## src/sv/plc_logical_address_parser_top_assert.svh

```systemverilog
// Assertion macros shared by the logical address parser modules.
`ifndef PLC_LOGICAL_ADDRESS_PARSER_TOP_ASSERT_SVH
`define PLC_LOGICAL_ADDRESS_PARSER_TOP_ASSERT_SVH

// Same-cycle implication, clocked on clk, idle while rst is high.
`define PLAP_ASSERT_NOW(label, ante, cons, msg) \
  label: assert property (@(posedge clk) disable iff (rst) (ante) |-> (cons)) else $error(msg);

// Next-cycle implication, clocked on clk, idle while rst is high.
`define PLAP_ASSERT_NEXT(label, ante, cons, msg) \
  label: assert property (@(posedge clk) disable iff (rst) (ante) |=> (cons)) else $error(msg);

`endif

```

## src/sv/plc_lap_pkg.sv

```systemverilog
// Types, codes and lookup functions of the logical address parser.
`default_nettype none
package plc_lap_pkg;

  typedef enum logic [2:0] {
    PH_TYPE   = 3'd0,
    PH_TYPE2  = 3'd1,
    PH_FFIRST = 3'd2,
    PH_FNUM   = 3'd3,
    PH_ELEM   = 3'd4,
    PH_MNEM   = 3'd5,
    PH_BIT    = 3'd6,
    PH_TAIL   = 3'd7
  } phase_t;

  // first letter of a two-letter prefix
  localparam logic [1:0] PL_B = 2'd0;
  localparam logic [1:0] PL_M = 2'd1;
  localparam logic [1:0] PL_P = 2'd2;
  localparam logic [1:0] PL_S = 2'd3;

  localparam logic [4:0] FT_UNKNOWN = 5'd0;
  localparam logic [4:0] FT_ASCII   = 5'd1;
  localparam logic [4:0] FT_BCD     = 5'd2;
  localparam logic [4:0] FT_BIT     = 5'd3;
  localparam logic [4:0] FT_BLOCK   = 5'd4;
  localparam logic [4:0] FT_BYTE    = 5'd5;
  localparam logic [4:0] FT_CONTROL = 5'd6;
  localparam logic [4:0] FT_COUNTER = 5'd7;
  localparam logic [4:0] FT_FLOAT   = 5'd8;
  localparam logic [4:0] FT_INPUT   = 5'd9;
  localparam logic [4:0] FT_INT     = 5'd10;
  localparam logic [4:0] FT_LONG    = 5'd11;
  localparam logic [4:0] FT_MESSAGE = 5'd12;
  localparam logic [4:0] FT_OUTPUT  = 5'd13;
  localparam logic [4:0] FT_PID     = 5'd14;
  localparam logic [4:0] FT_SFC     = 5'd15;
  localparam logic [4:0] FT_STATUS  = 5'd16;
  localparam logic [4:0] FT_STRING  = 5'd17;
  localparam logic [4:0] FT_TIMER   = 5'd18;

  localparam logic [19:0] NUM_LIMIT = 20'd65535;
  localparam logic [8:0]  BIT_LIMIT = 9'd32;
  localparam logic [2:0]  NO_WORD_LEN = 3'd7;

  typedef struct packed {
    logic              size_known;
    logic [6:0]        element_size;
    logic [7:0]        bit_number;
    logic              has_bit;
    logic signed [5:0] subelement;
    logic [19:0]       element_number;
    logic [19:0]       file_number;
    logic [4:0]        table_type;
    logic              status;
  } result_t;

  typedef struct packed {
    logic              hit;
    logic signed [5:0] sub;
    logic [4:0]        ftype;
  } lookup_t;

  typedef struct packed {
    logic       known;
    logic [6:0] size;
  } size_t;

  function automatic logic [7:0] lower(logic [7:0] c);
    return (c >= "A" && c <= "Z") ? c + 8'd32 : c;
  endfunction

  function automatic logic is_digit(logic [7:0] c);
    return c >= "0" && c <= "9";
  endfunction

  // v*10 + digit, kept to 20 bits
  function automatic logic [19:0] acc_digit(logic [19:0] v, logic [7:0] c);
    logic [23:0] t;
    t = {1'b0, v, 3'b000} + {3'b000, v, 1'b0} + {20'd0, c[3:0]};
    return t[19:0];
  endfunction

  // key and word hold up to four characters, first one in the top byte
  function automatic logic word_hit(logic [31:0] key, logic [2:0] len,
                                    logic [31:0] word, logic [2:0] wlen);
    logic ok;
    ok = (len == wlen);
    for (int i = 0; i < 4; i++) begin
      if (3'(i) < wlen && key[8*(3-i) +: 8] != word[8*(3-i) +: 8]) ok = 1'b0;
    end
    return ok;
  endfunction

  function automatic lookup_t hit_of(logic signed [5:0] sub, logic [4:0] ftype);
    lookup_t r;
    r.hit   = 1'b1;
    r.sub   = sub;
    r.ftype = ftype;
    return r;
  endfunction

  function automatic lookup_t mnem_lookup(logic [4:0] ftype, logic [31:0] key,
                                          logic [2:0] len);
    lookup_t r;
    r.hit   = 1'b0;
    r.sub   = -6'sd1;
    r.ftype = ftype;
    case (ftype)
      FT_BLOCK: begin
        if      (word_hit(key, len, "con ", 3'd3)) r = hit_of(6'sd0, FT_INT);
        else if (word_hit(key, len, "rlen", 3'd4)) r = hit_of(6'sd1, FT_INT);
        else if (word_hit(key, len, "dlen", 3'd4)) r = hit_of(6'sd2, FT_INT);
        else if (word_hit(key, len, "df  ", 3'd2)) r = hit_of(6'sd3, FT_INT);
        else if (word_hit(key, len, "elem", 3'd4)) r = hit_of(6'sd4, FT_INT);
        else if (word_hit(key, len, "rgs ", 3'd3)) r = hit_of(6'sd5, FT_INT);
      end
      FT_COUNTER, FT_TIMER: begin
        if      (word_hit(key, len, "con ", 3'd3)) r = hit_of(6'sd0, FT_INT);
        else if (word_hit(key, len, "pre ", 3'd3)) r = hit_of(6'sd1, FT_INT);
        else if (word_hit(key, len, "acc ", 3'd3)) r = hit_of(6'sd2, FT_INT);
      end
      FT_CONTROL: begin
        if      (word_hit(key, len, "con ", 3'd3)) r = hit_of(6'sd0, FT_INT);
        else if (word_hit(key, len, "len ", 3'd3)) r = hit_of(6'sd1, FT_INT);
        else if (word_hit(key, len, "pos ", 3'd3)) r = hit_of(6'sd2, FT_INT);
      end
      FT_PID: begin
        if      (word_hit(key, len, "con ", 3'd3)) r = hit_of(6'sd0, FT_UNKNOWN);
        else if (word_hit(key, len, "sp  ", 3'd2)) r = hit_of(6'sd2, FT_UNKNOWN);
        else if (word_hit(key, len, "kp  ", 3'd2)) r = hit_of(6'sd4, FT_UNKNOWN);
        else if (word_hit(key, len, "ki  ", 3'd2)) r = hit_of(6'sd6, FT_UNKNOWN);
        else if (word_hit(key, len, "kd  ", 3'd2)) r = hit_of(6'sd8, FT_UNKNOWN);
        else if (word_hit(key, len, "pv  ", 3'd2)) r = hit_of(6'sd26, FT_UNKNOWN);
      end
      FT_MESSAGE: begin
        if      (word_hit(key, len, "con ", 3'd3)) r = hit_of(6'sd0, FT_INT);
        else if (word_hit(key, len, "err ", 3'd3)) r = hit_of(6'sd1, FT_INT);
        else if (word_hit(key, len, "rlen", 3'd4)) r = hit_of(6'sd2, FT_INT);
        else if (word_hit(key, len, "dlen", 3'd4)) r = hit_of(6'sd3, FT_INT);
      end
      FT_STRING: begin
        if      (word_hit(key, len, "len ", 3'd3)) r = hit_of(6'sd0, FT_INT);
        else if (word_hit(key, len, "data", 3'd4)) r = hit_of(6'sd1, FT_BYTE);
      end
      default: ;
    endcase
    return r;
  endfunction

  // bytes per element; known clear for types with no supported size
  function automatic size_t elem_size(logic [4:0] ftype);
    size_t s;
    s.known = 1'b1;
    s.size  = 7'd0;
    case (ftype)
      FT_ASCII:   s.size = 7'd0;
      FT_BCD:     s.size = 7'd2;
      FT_BIT:     s.size = 7'd2;
      FT_BYTE:    s.size = 7'd1;
      FT_CONTROL: s.size = 7'd6;
      FT_COUNTER: s.size = 7'd6;
      FT_FLOAT:   s.size = 7'd4;
      FT_INPUT:   s.size = 7'd2;
      FT_INT:     s.size = 7'd2;
      FT_LONG:    s.size = 7'd4;
      FT_MESSAGE: s.size = 7'd112;
      FT_OUTPUT:  s.size = 7'd2;
      FT_PID:     s.size = 7'd0;
      FT_STATUS:  s.size = 7'd2;
      FT_STRING:  s.size = 7'd84;
      FT_TIMER:   s.size = 7'd6;
      default:    s.known = 1'b0;
    endcase
    return s;
  endfunction

endpackage
`default_nettype wire

```

## src/sv/plc_logical_address_parser_top.sv

```systemverilog
// Top level of the streaming PLC logical address parser.
//
//   channel   dir  payload                                         accepted when
//   s_axis    in   tdata[7:0] character                            tvalid && tready
//   m_axis    out  tdata[71:0] parsed address (see port comment)   tvalid && tready
//
// One character is taken every cycle while s_axis_tready is high; the parse state
// is updated in the same cycle. The zero byte that ends a name pushes its result
// into the buffer that feeds m_axis and puts the parse state back at its start.
// A two-entry result buffer absorbs output stalls; s_axis_tready falls only when
// both entries are full. rst is synchronous and clears all parse state.
`default_nettype none
module plc_logical_address_parser_top #(
  parameter int MNEMONIC_CHARS = 4
) (
  input  wire         clk,
  input  wire         rst,
  input  wire         s_axis_tvalid,
  output logic        s_axis_tready,
  input  wire  [7:0]  s_axis_tdata,   // [7:0] character
  output logic        m_axis_tvalid,
  input  wire         m_axis_tready,
  // [0] status, [5:1] table_type, [25:6] file_number, [45:26] element_number,
  // [51:46] subelement, [52] has_bit, [60:53] bit_number, [67:61] element_size,
  // [68] size_known, [71:69] zero
  output logic [71:0] m_axis_tdata
);

  localparam int IDX_W = $clog2(MNEMONIC_CHARS);
  localparam int LEN_W = $clog2(MNEMONIC_CHARS + 1);

  plc_lap_pkg::phase_t phase, phase_next;
  logic [4:0]          type_reg, type_reg_next;
  logic [1:0]          pending_letter, pending_letter_next;
  logic [19:0]         file_value, file_value_next;
  logic [19:0]         element_value, element_value_next;
  logic [7:0]          mnem_buf [MNEMONIC_CHARS];
  logic [LEN_W-1:0]    mnem_len, mnem_len_next;
  logic                mnem_seen, mnem_seen_next;
  logic                mnem_wr;
  logic [8:0]          bit_value, bit_value_next;
  logic                bit_seen, bit_seen_next;
  logic                error_flag, error_flag_next;

  logic                 accept;
  logic                 name_end;
  logic [7:0]           c;
  logic [7:0]           lc;
  logic                 digit;
  logic [31:0]          key;
  logic [2:0]           key_len;
  plc_lap_pkg::lookup_t found;
  plc_lap_pkg::size_t   fsize;
  plc_lap_pkg::result_t result;
  plc_lap_pkg::result_t out_data;
  logic                 buf_ready;
  logic [19:0]          bit_acc;

  assign c        = s_axis_tdata;
  assign lc       = plc_lap_pkg::lower(c);
  assign digit    = plc_lap_pkg::is_digit(c);
  assign accept   = s_axis_tvalid && s_axis_tready;
  assign name_end = accept && (c == 8'd0);
  assign s_axis_tready = buf_ready;
  assign bit_acc  = plc_lap_pkg::acc_digit({11'd0, bit_value}, c);

  // mnemonic key: lengths past four can never match a word
  assign key     = {mnem_buf[0], mnem_buf[1], mnem_buf[2], mnem_buf[3]};
  assign key_len = (mnem_len > LEN_W'(4)) ? plc_lap_pkg::NO_WORD_LEN : 3'(mnem_len);
  assign found   = plc_lap_pkg::mnem_lookup(type_reg, key, key_len);

  // next-state logic
  always_comb begin
    phase_next          = phase;
    type_reg_next       = type_reg;
    pending_letter_next = pending_letter;
    file_value_next     = file_value;
    element_value_next  = element_value;
    mnem_len_next       = mnem_len;
    mnem_seen_next      = mnem_seen;
    mnem_wr             = 1'b0;
    bit_value_next      = bit_value;
    bit_seen_next       = bit_seen;
    error_flag_next     = error_flag;
    if (name_end) begin
      phase_next          = plc_lap_pkg::PH_TYPE;
      type_reg_next       = plc_lap_pkg::FT_UNKNOWN;
      pending_letter_next = plc_lap_pkg::PL_B;
      file_value_next     = 20'd0;
      element_value_next  = 20'd0;
      mnem_len_next       = '0;
      mnem_seen_next      = 1'b0;
      bit_value_next      = 9'd0;
      bit_seen_next       = 1'b0;
      error_flag_next     = 1'b0;
    end else if (accept && !error_flag) begin
      case (phase)
        plc_lap_pkg::PH_TYPE: begin
          phase_next = plc_lap_pkg::PH_FFIRST;
          case (lc)
            "a": type_reg_next = plc_lap_pkg::FT_ASCII;
            "c": type_reg_next = plc_lap_pkg::FT_COUNTER;
            "d": type_reg_next = plc_lap_pkg::FT_BCD;
            "f": type_reg_next = plc_lap_pkg::FT_FLOAT;
            "i": type_reg_next = plc_lap_pkg::FT_INPUT;
            "l": type_reg_next = plc_lap_pkg::FT_LONG;
            "n": type_reg_next = plc_lap_pkg::FT_INT;
            "o": type_reg_next = plc_lap_pkg::FT_OUTPUT;
            "r": type_reg_next = plc_lap_pkg::FT_CONTROL;
            "t": type_reg_next = plc_lap_pkg::FT_TIMER;
            "b": begin
              pending_letter_next = plc_lap_pkg::PL_B;
              phase_next = plc_lap_pkg::PH_TYPE2;
            end
            "m": begin
              pending_letter_next = plc_lap_pkg::PL_M;
              phase_next = plc_lap_pkg::PH_TYPE2;
            end
            "p": begin
              pending_letter_next = plc_lap_pkg::PL_P;
              phase_next = plc_lap_pkg::PH_TYPE2;
            end
            "s": begin
              pending_letter_next = plc_lap_pkg::PL_S;
              phase_next = plc_lap_pkg::PH_TYPE2;
            end
            default: error_flag_next = 1'b1;
          endcase
        end
        plc_lap_pkg::PH_TYPE2: begin
          phase_next = plc_lap_pkg::PH_FFIRST;
          // B and S alone are bit and status files: the digit opens the file number
          if ((pending_letter == plc_lap_pkg::PL_B || pending_letter == plc_lap_pkg::PL_S)
              && digit) begin
            type_reg_next   = (pending_letter == plc_lap_pkg::PL_B) ?
                              plc_lap_pkg::FT_BIT : plc_lap_pkg::FT_STATUS;
            file_value_next = plc_lap_pkg::acc_digit(20'd0, c);
            phase_next      = plc_lap_pkg::PH_FNUM;
          end else if (pending_letter == plc_lap_pkg::PL_B && lc == "t") begin
            type_reg_next = plc_lap_pkg::FT_BLOCK;
          end else if (pending_letter == plc_lap_pkg::PL_M && lc == "g") begin
            type_reg_next = plc_lap_pkg::FT_MESSAGE;
          end else if (pending_letter == plc_lap_pkg::PL_P && lc == "d") begin
            type_reg_next = plc_lap_pkg::FT_PID;
          end else if (pending_letter == plc_lap_pkg::PL_S && lc == "c") begin
            type_reg_next = plc_lap_pkg::FT_SFC;
          end else if (pending_letter == plc_lap_pkg::PL_S && lc == "t") begin
            type_reg_next = plc_lap_pkg::FT_STRING;
          end else begin
            error_flag_next = 1'b1;
          end
        end
        plc_lap_pkg::PH_FFIRST: begin
          if (digit) begin
            file_value_next = plc_lap_pkg::acc_digit(20'd0, c);
            phase_next      = plc_lap_pkg::PH_FNUM;
          end else begin
            error_flag_next = 1'b1;
          end
        end
        plc_lap_pkg::PH_FNUM: begin
          if (digit && file_value < plc_lap_pkg::NUM_LIMIT)
            file_value_next = plc_lap_pkg::acc_digit(file_value, c);
          else if (c == ":")
            phase_next = plc_lap_pkg::PH_ELEM;
          else
            error_flag_next = 1'b1;
        end
        plc_lap_pkg::PH_ELEM: begin
          if (digit && element_value < plc_lap_pkg::NUM_LIMIT) begin
            element_value_next = plc_lap_pkg::acc_digit(element_value, c);
          end else if (c == ".") begin
            mnem_seen_next = 1'b1;
            mnem_len_next  = '0;
            phase_next     = plc_lap_pkg::PH_MNEM;
          end else if (c == "/") begin
            bit_seen_next = 1'b1;
            phase_next    = plc_lap_pkg::PH_BIT;
          end else begin
            error_flag_next = 1'b1;
          end
        end
        plc_lap_pkg::PH_MNEM: begin
          if (c == "/") begin
            if (found.hit) begin
              bit_seen_next = 1'b1;
              phase_next    = plc_lap_pkg::PH_BIT;
            end else begin
              error_flag_next = 1'b1;
            end
          end else if (mnem_len < LEN_W'(MNEMONIC_CHARS)) begin
            mnem_wr       = 1'b1;
            mnem_len_next = mnem_len + LEN_W'(1);
          end else begin
            error_flag_next = 1'b1;
          end
        end
        plc_lap_pkg::PH_BIT: begin
          if (digit && bit_value < plc_lap_pkg::BIT_LIMIT)
            bit_value_next = bit_acc[8:0];
          else
            phase_next = plc_lap_pkg::PH_TAIL;
        end
        default: ;
      endcase
    end
  end

  // result of the name that ends with this item
  always_comb begin
    logic [4:0]        ftype;
    logic signed [5:0] sub;
    logic              bad;
    ftype = type_reg;
    sub   = -6'sd1;
    bad   = error_flag || phase == plc_lap_pkg::PH_TYPE || phase == plc_lap_pkg::PH_TYPE2
            || phase == plc_lap_pkg::PH_FFIRST || phase == plc_lap_pkg::PH_FNUM
            || (mnem_seen && !found.hit);
    if (mnem_seen && found.hit) begin
      ftype = found.ftype;
      sub   = found.sub;
    end
    fsize = plc_lap_pkg::elem_size(ftype);
    if (bad) begin
      result            = '0;
      result.status     = 1'b1;
      result.subelement = -6'sd1;
    end else begin
      result.status         = 1'b0;
      result.table_type     = ftype;
      result.file_number    = file_value;
      result.element_number = element_value;
      result.subelement     = sub;
      result.has_bit        = bit_seen;
      result.bit_number     = bit_value[7:0];
      result.element_size   = fsize.known ? fsize.size : 7'd0;
      result.size_known     = fsize.known;
    end
  end

  always_ff @(posedge clk) begin
    if (rst) begin
      phase          <= plc_lap_pkg::PH_TYPE;
      type_reg       <= plc_lap_pkg::FT_UNKNOWN;
      pending_letter <= plc_lap_pkg::PL_B;
      file_value     <= 20'd0;
      element_value  <= 20'd0;
      mnem_len       <= '0;
      mnem_seen      <= 1'b0;
      bit_value      <= 9'd0;
      bit_seen       <= 1'b0;
      error_flag     <= 1'b0;
    end else begin
      phase          <= phase_next;
      type_reg       <= type_reg_next;
      pending_letter <= pending_letter_next;
      file_value     <= file_value_next;
      element_value  <= element_value_next;
      mnem_len       <= mnem_len_next;
      mnem_seen      <= mnem_seen_next;
      bit_value      <= bit_value_next;
      bit_seen       <= bit_seen_next;
      error_flag     <= error_flag_next;
    end
  end

  // characters are stored folded to lower case; only entries below mnem_len are read
  always_ff @(posedge clk) begin
    if (mnem_wr) mnem_buf[mnem_len[IDX_W-1:0]] <= lc;
  end

  plc_lap_outbuf u_outbuf (
    .clk        (clk),
    .rst        (rst),
    .push       (name_end),
    .push_data  (result),
    .push_ready (buf_ready),
    .out_valid  (m_axis_tvalid),
    .out_ready  (m_axis_tready),
    .out_data   (out_data)
  );

  assign m_axis_tdata = {3'b000, out_data};

`include "plc_logical_address_parser_top_assert.svh"

  `PLAP_ASSERT_NEXT(a_name_end_restarts, name_end,
    phase == plc_lap_pkg::PH_TYPE && !error_flag && !mnem_seen && !bit_seen,
    "parser not back at start after end of name")
  `PLAP_ASSERT_NOW(a_mnem_flag, phase == plc_lap_pkg::PH_MNEM, mnem_seen,
    "in mnemonic phase without mnemonic flag")
  `PLAP_ASSERT_NOW(a_bit_phase, bit_seen,
    phase == plc_lap_pkg::PH_BIT || phase == plc_lap_pkg::PH_TAIL,
    "bit flag set outside bit phases")

endmodule
`default_nettype wire

```

## src/sv/plc_lap_outbuf.sv

```systemverilog
// Two-entry result buffer: output register plus skid register.
`default_nettype none
module plc_lap_outbuf (
  input  wire                   clk,
  input  wire                   rst,
  input  wire                   push,
  input  plc_lap_pkg::result_t  push_data,
  output logic                  push_ready,
  output logic                  out_valid,
  input  wire                   out_ready,
  output plc_lap_pkg::result_t  out_data
);

  logic                 skid_valid;
  plc_lap_pkg::result_t skid_data;
  logic                 pop;

  assign pop        = out_valid && out_ready;
  assign push_ready = !skid_valid;

  always_ff @(posedge clk) begin
    if (rst) begin
      out_valid  <= 1'b0;
      skid_valid <= 1'b0;
    end else if (skid_valid) begin
      if (pop) begin
        out_valid  <= 1'b1;
        skid_valid <= 1'b0;
      end
    end else if (push) begin
      if (!out_valid || pop) begin
        out_valid <= 1'b1;
      end else begin
        skid_valid <= 1'b1;
      end
    end else if (pop) begin
      out_valid <= 1'b0;
    end
  end

  always_ff @(posedge clk) begin
    if (skid_valid) begin
      if (pop) out_data <= skid_data;
    end else if (push) begin
      if (!out_valid || pop) out_data <= push_data;
      else skid_data <= push_data;
    end
  end

`include "plc_logical_address_parser_top_assert.svh"

  `PLAP_ASSERT_NOW(a_skid_behind_out, skid_valid, out_valid, "skid holds an item but output is empty")
  `PLAP_ASSERT_NEXT(a_skid_fills, push && !skid_valid && out_valid && !pop, skid_valid, "stalled item not parked in skid")
  `PLAP_ASSERT_NEXT(a_skid_drains, pop && skid_valid, out_valid && !skid_valid, "skid item not moved to output")

endmodule
`default_nettype wire

```

## config.mk

```make
export PLATFORM = sky130hd
export DESIGN_NAME = plc_logical_address_parser_top
export DESIGN_NICKNAME = d
export VERILOG_FILES = /design/src/sv/plc_lap_pkg.sv /design/src/sv/plc_logical_address_parser_top.sv /design/src/sv/plc_lap_outbuf.sv
export VERILOG_INCLUDE_DIRS = /design/src /design/src/sv
export SDC_FILE = /design/constraint.sdc
export NUM_CORES = 1
export LEC_CHECK = 0
export BUFFER_PORTS_ARGS = -buffer_cell sky130_fd_sc_hd__buf_4
export CAP_MARGIN = 30
export CORE_AREA = 2 2 177 179
export CTS_BUF_LIST = sky130_fd_sc_hd__clkbuf_16
export CTS_CLUSTER_SIZE = 24
export DETAILED_ROUTE_END_ITERATION = 8
export DIE_AREA = 0 0 179 181
export PLACE_DENSITY_LB_ADDON = 0.25
export SLEW_MARGIN = 40
export SYNTH_ARGS = -nofsm -noshare
export SYNTH_HDL_FRONTEND = slang
export SYNTH_HIERARCHICAL = 1
export SYNTH_SLANG_ARGS = --single-unit
```

## constraint.sdc

```tcl
create_clock -name clk -period 7.5 [get_ports clk]
set_input_delay 1.5 -clock clk [delete_from_list [all_inputs] [get_ports clk]]
set_output_delay 1.5 -clock clk [all_outputs]
set_load 0.02 [all_outputs]
```

* Yosys cells after proc, flatten, opt, wreduce, memory -nomap -nowiden *
Memory sizes are Yosys's and may differ from the RTL's.
Index checks and enable logic that the tools add are counted.

storage, ports and cells
  bits in writable memories = 32
  output and inout port bits = 74
  memories kept = 1
  memory bits (read-only) = 0
  register bits after elaboration = 205
  bits in latches = 0

memory list
  memory    words  width  read ports  clocked after Yosys merged registers in  write ports  line                                  source
  mnem_buf  4      8      4           0                                        1            plc_logical_address_parser_top.sv:37  logic [7:0] mnem_buf [MNEMONIC_CHARS];

operators by class
  order comparisons = 9
  shift operators = 0
  divide/modulo/power cells = 0
  equal/unequal tests = 114
  reduce and logical (&&, ||, !) cells = 61
  bitwise logic cells = 3
  add/subtract/negate cells = 8
  mux-type cells = 219
  multipliers = 0

operator list
  cell                  number
  $mux 69               5
  $mux 12               24
  $ne 8x7->1 const B    30
  $mux 1                151
  $eq 8x7->1 const B    15
  $pmux 12 s6           1
  $mux 20               3
  $pmux 20 s3           1
  $ne 2x2->1 const B    25
  $pmux 5 s10           1
  $eq 5x4->1 const B    9
  $mux 3                14
  $pmux 7 s6            1
  $add 20x20->20        2
  $add 20x4->20         2
  $lt 20x16->1 const B  2
  $mux 5                8
  $eq 5x3->1 const B    6
  $eq 5x5->1 const B    5
  $eq 8x6->1 const B    3
  $pmux 3 s7            1
  $reduce_and 3->1      6
  $logic_and 1x1->1     17
  $reduce_and 17->1     1
  other kinds (53)      81

* Longest topological paths before layout *
  depth after elaboration = 44
  gate-level depth with buffers = 14

* Modules after synthesis *
Netlist, hierarchy kept.

modules (own cells, without submodules)
  module                          seq. area each (um^2)  area an instance (um^2)  times used  cells each
  plc_logical_address_parser_top  2262.2                 8458.1                   1           1039
  plc_lap_outbuf                  4184.0                 5113.7                   1           228

* Least setup slack after synthesis *
Ideal clock, no wire load.

  kind = input to register
  start point = input port s_axis_tdata[0]
  end point = register u_outbuf/out_data[0] (netlist name)
  setup slack = 0.758 ns
  stages on the path = 6
  buffers on the path = 1
  setup time = 0.519 ns
  data arrival time = 6.223 ns
  path through = clkbuf_1 or4_1 nor4_1 nor2b_1 mux2i_1 a21oi_1

between the ends
  longest elaborated chain between the ends = 4

ends and longest elaborated chain
  item                         line                                  source
  from (decl)                  plc_logical_address_parser_top.sv:20  input wire [7:0] s_axis_tdata,
  $logic_not 8->1              plc_logical_address_parser_top.sv:63  assign name_end = accept && (c == 8'd0);
  $logic_and 1x1->1            plc_logical_address_parser_top.sv:63
  net name_end                 plc_logical_address_parser_top.sv:46  logic name_end;
  $reduce_bool 2->1 (no line)  n/a
  $reduce_and 3->1 (no line)   n/a

The timed path passes the listed nets, and every way through them passes these cells.
A chain may end at the register's enable or synchronous reset.

==> flow_summary_export.csv <==
group,metric,value,unit
outcome,status,"completed",
sta,min_period,4500,ps
final_layout,final_area,15400,µm²
sta,min_period_over_period,60.1,%
final_layout,final_layout_size_suffix_gt1_share,17.1,%
sta,fin_tns_setup,0,ps
run,drv_cap,0,
pwr,irDropWorstVdd,0.168,mV
placement,gp_congestion,0.876,
routing,wl_met1,15100,µm
floorplan,die_area,32400,µm²
yosys,synth_most_common_cell,"edfxtp_1",
yosys,synth_area,13600,µm²
placement,hpwl,22700,µm
global_route,grt-ovfl-total,0,
setup_path,endpoint,"u_outbuf/out_data[65]",
routing,drt-total-wl,31700,µm
global_route,grt_max_degree,67,
final_layout,num-fill-cells,2710,
yosys,synth-seq-area-share,47.5,%
routing,drt_iter0_markers,756,
yosys,yosysWarnings,6,
sta,fmax,222,MHz
yosys,yosys.area.top_type_share,37.6,%
routing,wl_met2,14800,µm
clock_tree,holdBufCountCts,0,
routing,drc,0,
clock_tree,clk_latency,520,ps
setup_path,reg2reg_slack,3000,ps
final_layout,antenna_cells,0,
routing,dr_wl_met3,1310,µm
setup_path,endpoint_kind,"flop",
clock_tree,post_cts.repair.setup_buffers,0,
global_route,grt_pass1_wl,51100,µm
yosys,ys_ff_latch,237,
floorplan,floorplan.initialDensity,44.7,%
clock_tree,cts_tree,"built",
routing,vias,9907,
sta,tightest_slew,741,ps
final_layout,syn_to_final_growth,13.4,%
placement,io_buffer_count,82,
routing,dr.pass1.iters,6,
global_route,grtUsageTotal,19.5,%
yosys,syn_inst,1267,
clock_tree,clock_path_buffers,3,
routing,ant_nets,0,
routing,viasPerCell,5.66,
setup_path,worst-endpoint-required,7890,ps
yosys,synth_commonest_cells,"edfxtp_1 (170), nor2_1 (120), ha_1 (90)",
pwr,leakage,0.00576,µW
setup_path,path_max_fanout,49,
clock_tree,htree_levels,1,
global_route,grt_pass1_vias,9535,
floorplan,core_area,30300,µm²
sta,drv_slew,0,
yosys,synth-edff-count,170,
sta,rsz0062_at_grt,"no",
setup_path,crit_start,"mnem_len[1]",
setup_path,worstSetupStartpointType,"flop",
floorplan,ios,86,
worst_hold_path,holdCritPathClass,"reg -> reg",
final_layout,nNetsFinal,1444,
floorplan,rows,64,
pwr,p_per_area,176,nW/µm²
clock_tree,cts-resized-gates,0,
placement,dpl_cell_area,14600,µm²
yosys,synth_area_leaders,"edfxtp_1 (38%), dfxtp_1 (9.9%), ha_1 (8.3%)",
setup_path,critPathKind,"reg -> reg",
sta,hold_viol,0,
floorplan,die_x,179,µm
routing,wl_per_cell,18.1,µm
sta,setup_violations,0,
yosys,syn_area_per_cell,10.7,µm²
setup_path,cp_data_arrival_time,4900,ps
setup_path,r2r_start,"mnem_len[1]",
routing,top_layer,"met4",
clock_tree,path_clk_slew,60,ps
floorplan,die_h,181,µm
sta,finClkSkew,9.62,ps
yosys,ys.flop_type,"edfxtp_1",
clock_tree,cts-root-buf,"clkbuf_16",
yosys,synth.distinct_cells,82,
setup_path,timing.rr.end,"u_outbuf/out_data[65]",
global_route,antenna_found_initial,0,
clock_tree,cts_made_buffers,25,
yosys,async_flop_share,0,%
sta,slew_headroom,50.1,%
clock_tree,cts_sinks,237,
setup_path,r2r_cells,13,
yosys,yosys.area.top_type,"edfxtp_1",
## per-stage QoR
step | worst slack (ps) | utilization (%) | instances | hold slack, ps | power (µW)
5_1_grt | 2470 | 50.7 | 1750 | 492 | 2810
6_report | 3000 | 50.7 | 1750 | 473 | 2710
4_1_cts | 2440 | 50.6 | 1750 | 474 | 2740
3_5_place_dp | 2470 | 48.0 | 1705 | 458 | 1510
2_1_floorplan | 758 | - | 1271 | 432 | 1480
3_3_place_gp | 2260 | 47.7 | 1703 | 449 | 1510
## power breakdown
group / internal, µW / switching, µW / leakage, µW
combinational: 26.3 / 55.3 / 0.00344
clock: 713 / 516 / 0.000399
sequential: 1390 / 7.46 / 0.00191
## cells by family after synthesis
| kind of cell | share of synthesized area [%] |
|---|---|
| AND/OR/NAND/NOR | 19.7 |
| adder cells (fa/ha/maj) | 9.18 |
| other | 0.0276 |
| XOR/XNOR | 2.71 |
| flip-flops | 47.5 |
| multiplexers | 7.30 |
| AO/OA/AOI/OAI | 10.9 |
| buffers and inverters | 2.75 |
## worst min-delay path by stage
stage / start / endpoint / slack [ps] / depth (start not counted)
3_3_place_gp: bit_seen / bit_seen / 450 / 2
5_1_grt: bit_value[8] / bit_value[8] / 490 / 2
6_report: bit_seen / bit_seen / 470 / 2
3_5_place_dp: bit_seen / bit_seen / 460 / 2
4_1_cts: bit_value[8] / bit_value[8] / 470 / 2
2_1_floorplan: bit_seen / bit_seen / 430 / 2
## layout by cell type (no fill, tap or decap), drive strengths merged, types with 7 or more instances in the layout
master,n
nor3,33
nand2b,15
nand4,28
nand3,40
xor2,14
or3,9
clkinv,12
or2,8
or4,15
nor4,22
o21ai,38
xnor2,28
nand2,75
mux2i,19
and3,7
nor2,120
a31oi,9
mux2,70
nor3b,7
buf,89
dfxtp,67
nor2b,22
o21bai,7
inv,32
a21o,20
and2,61
o21a,8
a22oi,9
ha,90
edfxtp,170
a211oi,10
clkbuf,25
a21oi,89
## worst max-delay path: stages (launching register included)
cell and delay (ps):
dfxtp_1 480, inv_1 160, ha_1 160, nor4bb_1 420
nand2_1 220, nor4_1 420, a32oi_1 170, o211ai_2 270
or3_1 240, o21a_4 400, clkinv_1 350, a221o_1 440
nor3b_1 390, mux2_2 220
## area by class of cell
| cell class | count | area (µm²) | area share, % |
|---|---|---|---|
| Multi-Input combinational cell | 953 | 6820 | 44.3 |
| Sequential cell | 237 | 6450 | 41.9 |
| Timing Repair Buffer | 89 | 697 | 4.53 |
| Clock buffer | 25 | 626 | 4.06 |
| Tap cell | 396 | 495 | 3.22 |
| Clock inverter | 20 | 188 | 1.22 |
| Inverter | 30 | 113 | 0.732 |
## metal layers
metal / vias up / global-route usage [%]
li1: 4874 / -
met2: 223 / 31.7
met1: 4777 / 27.8
met3: 33 / 2.27
met4: 0 / 4.55
met5: - / 0
No activity file was read; power rests on OpenSTA's default activity.
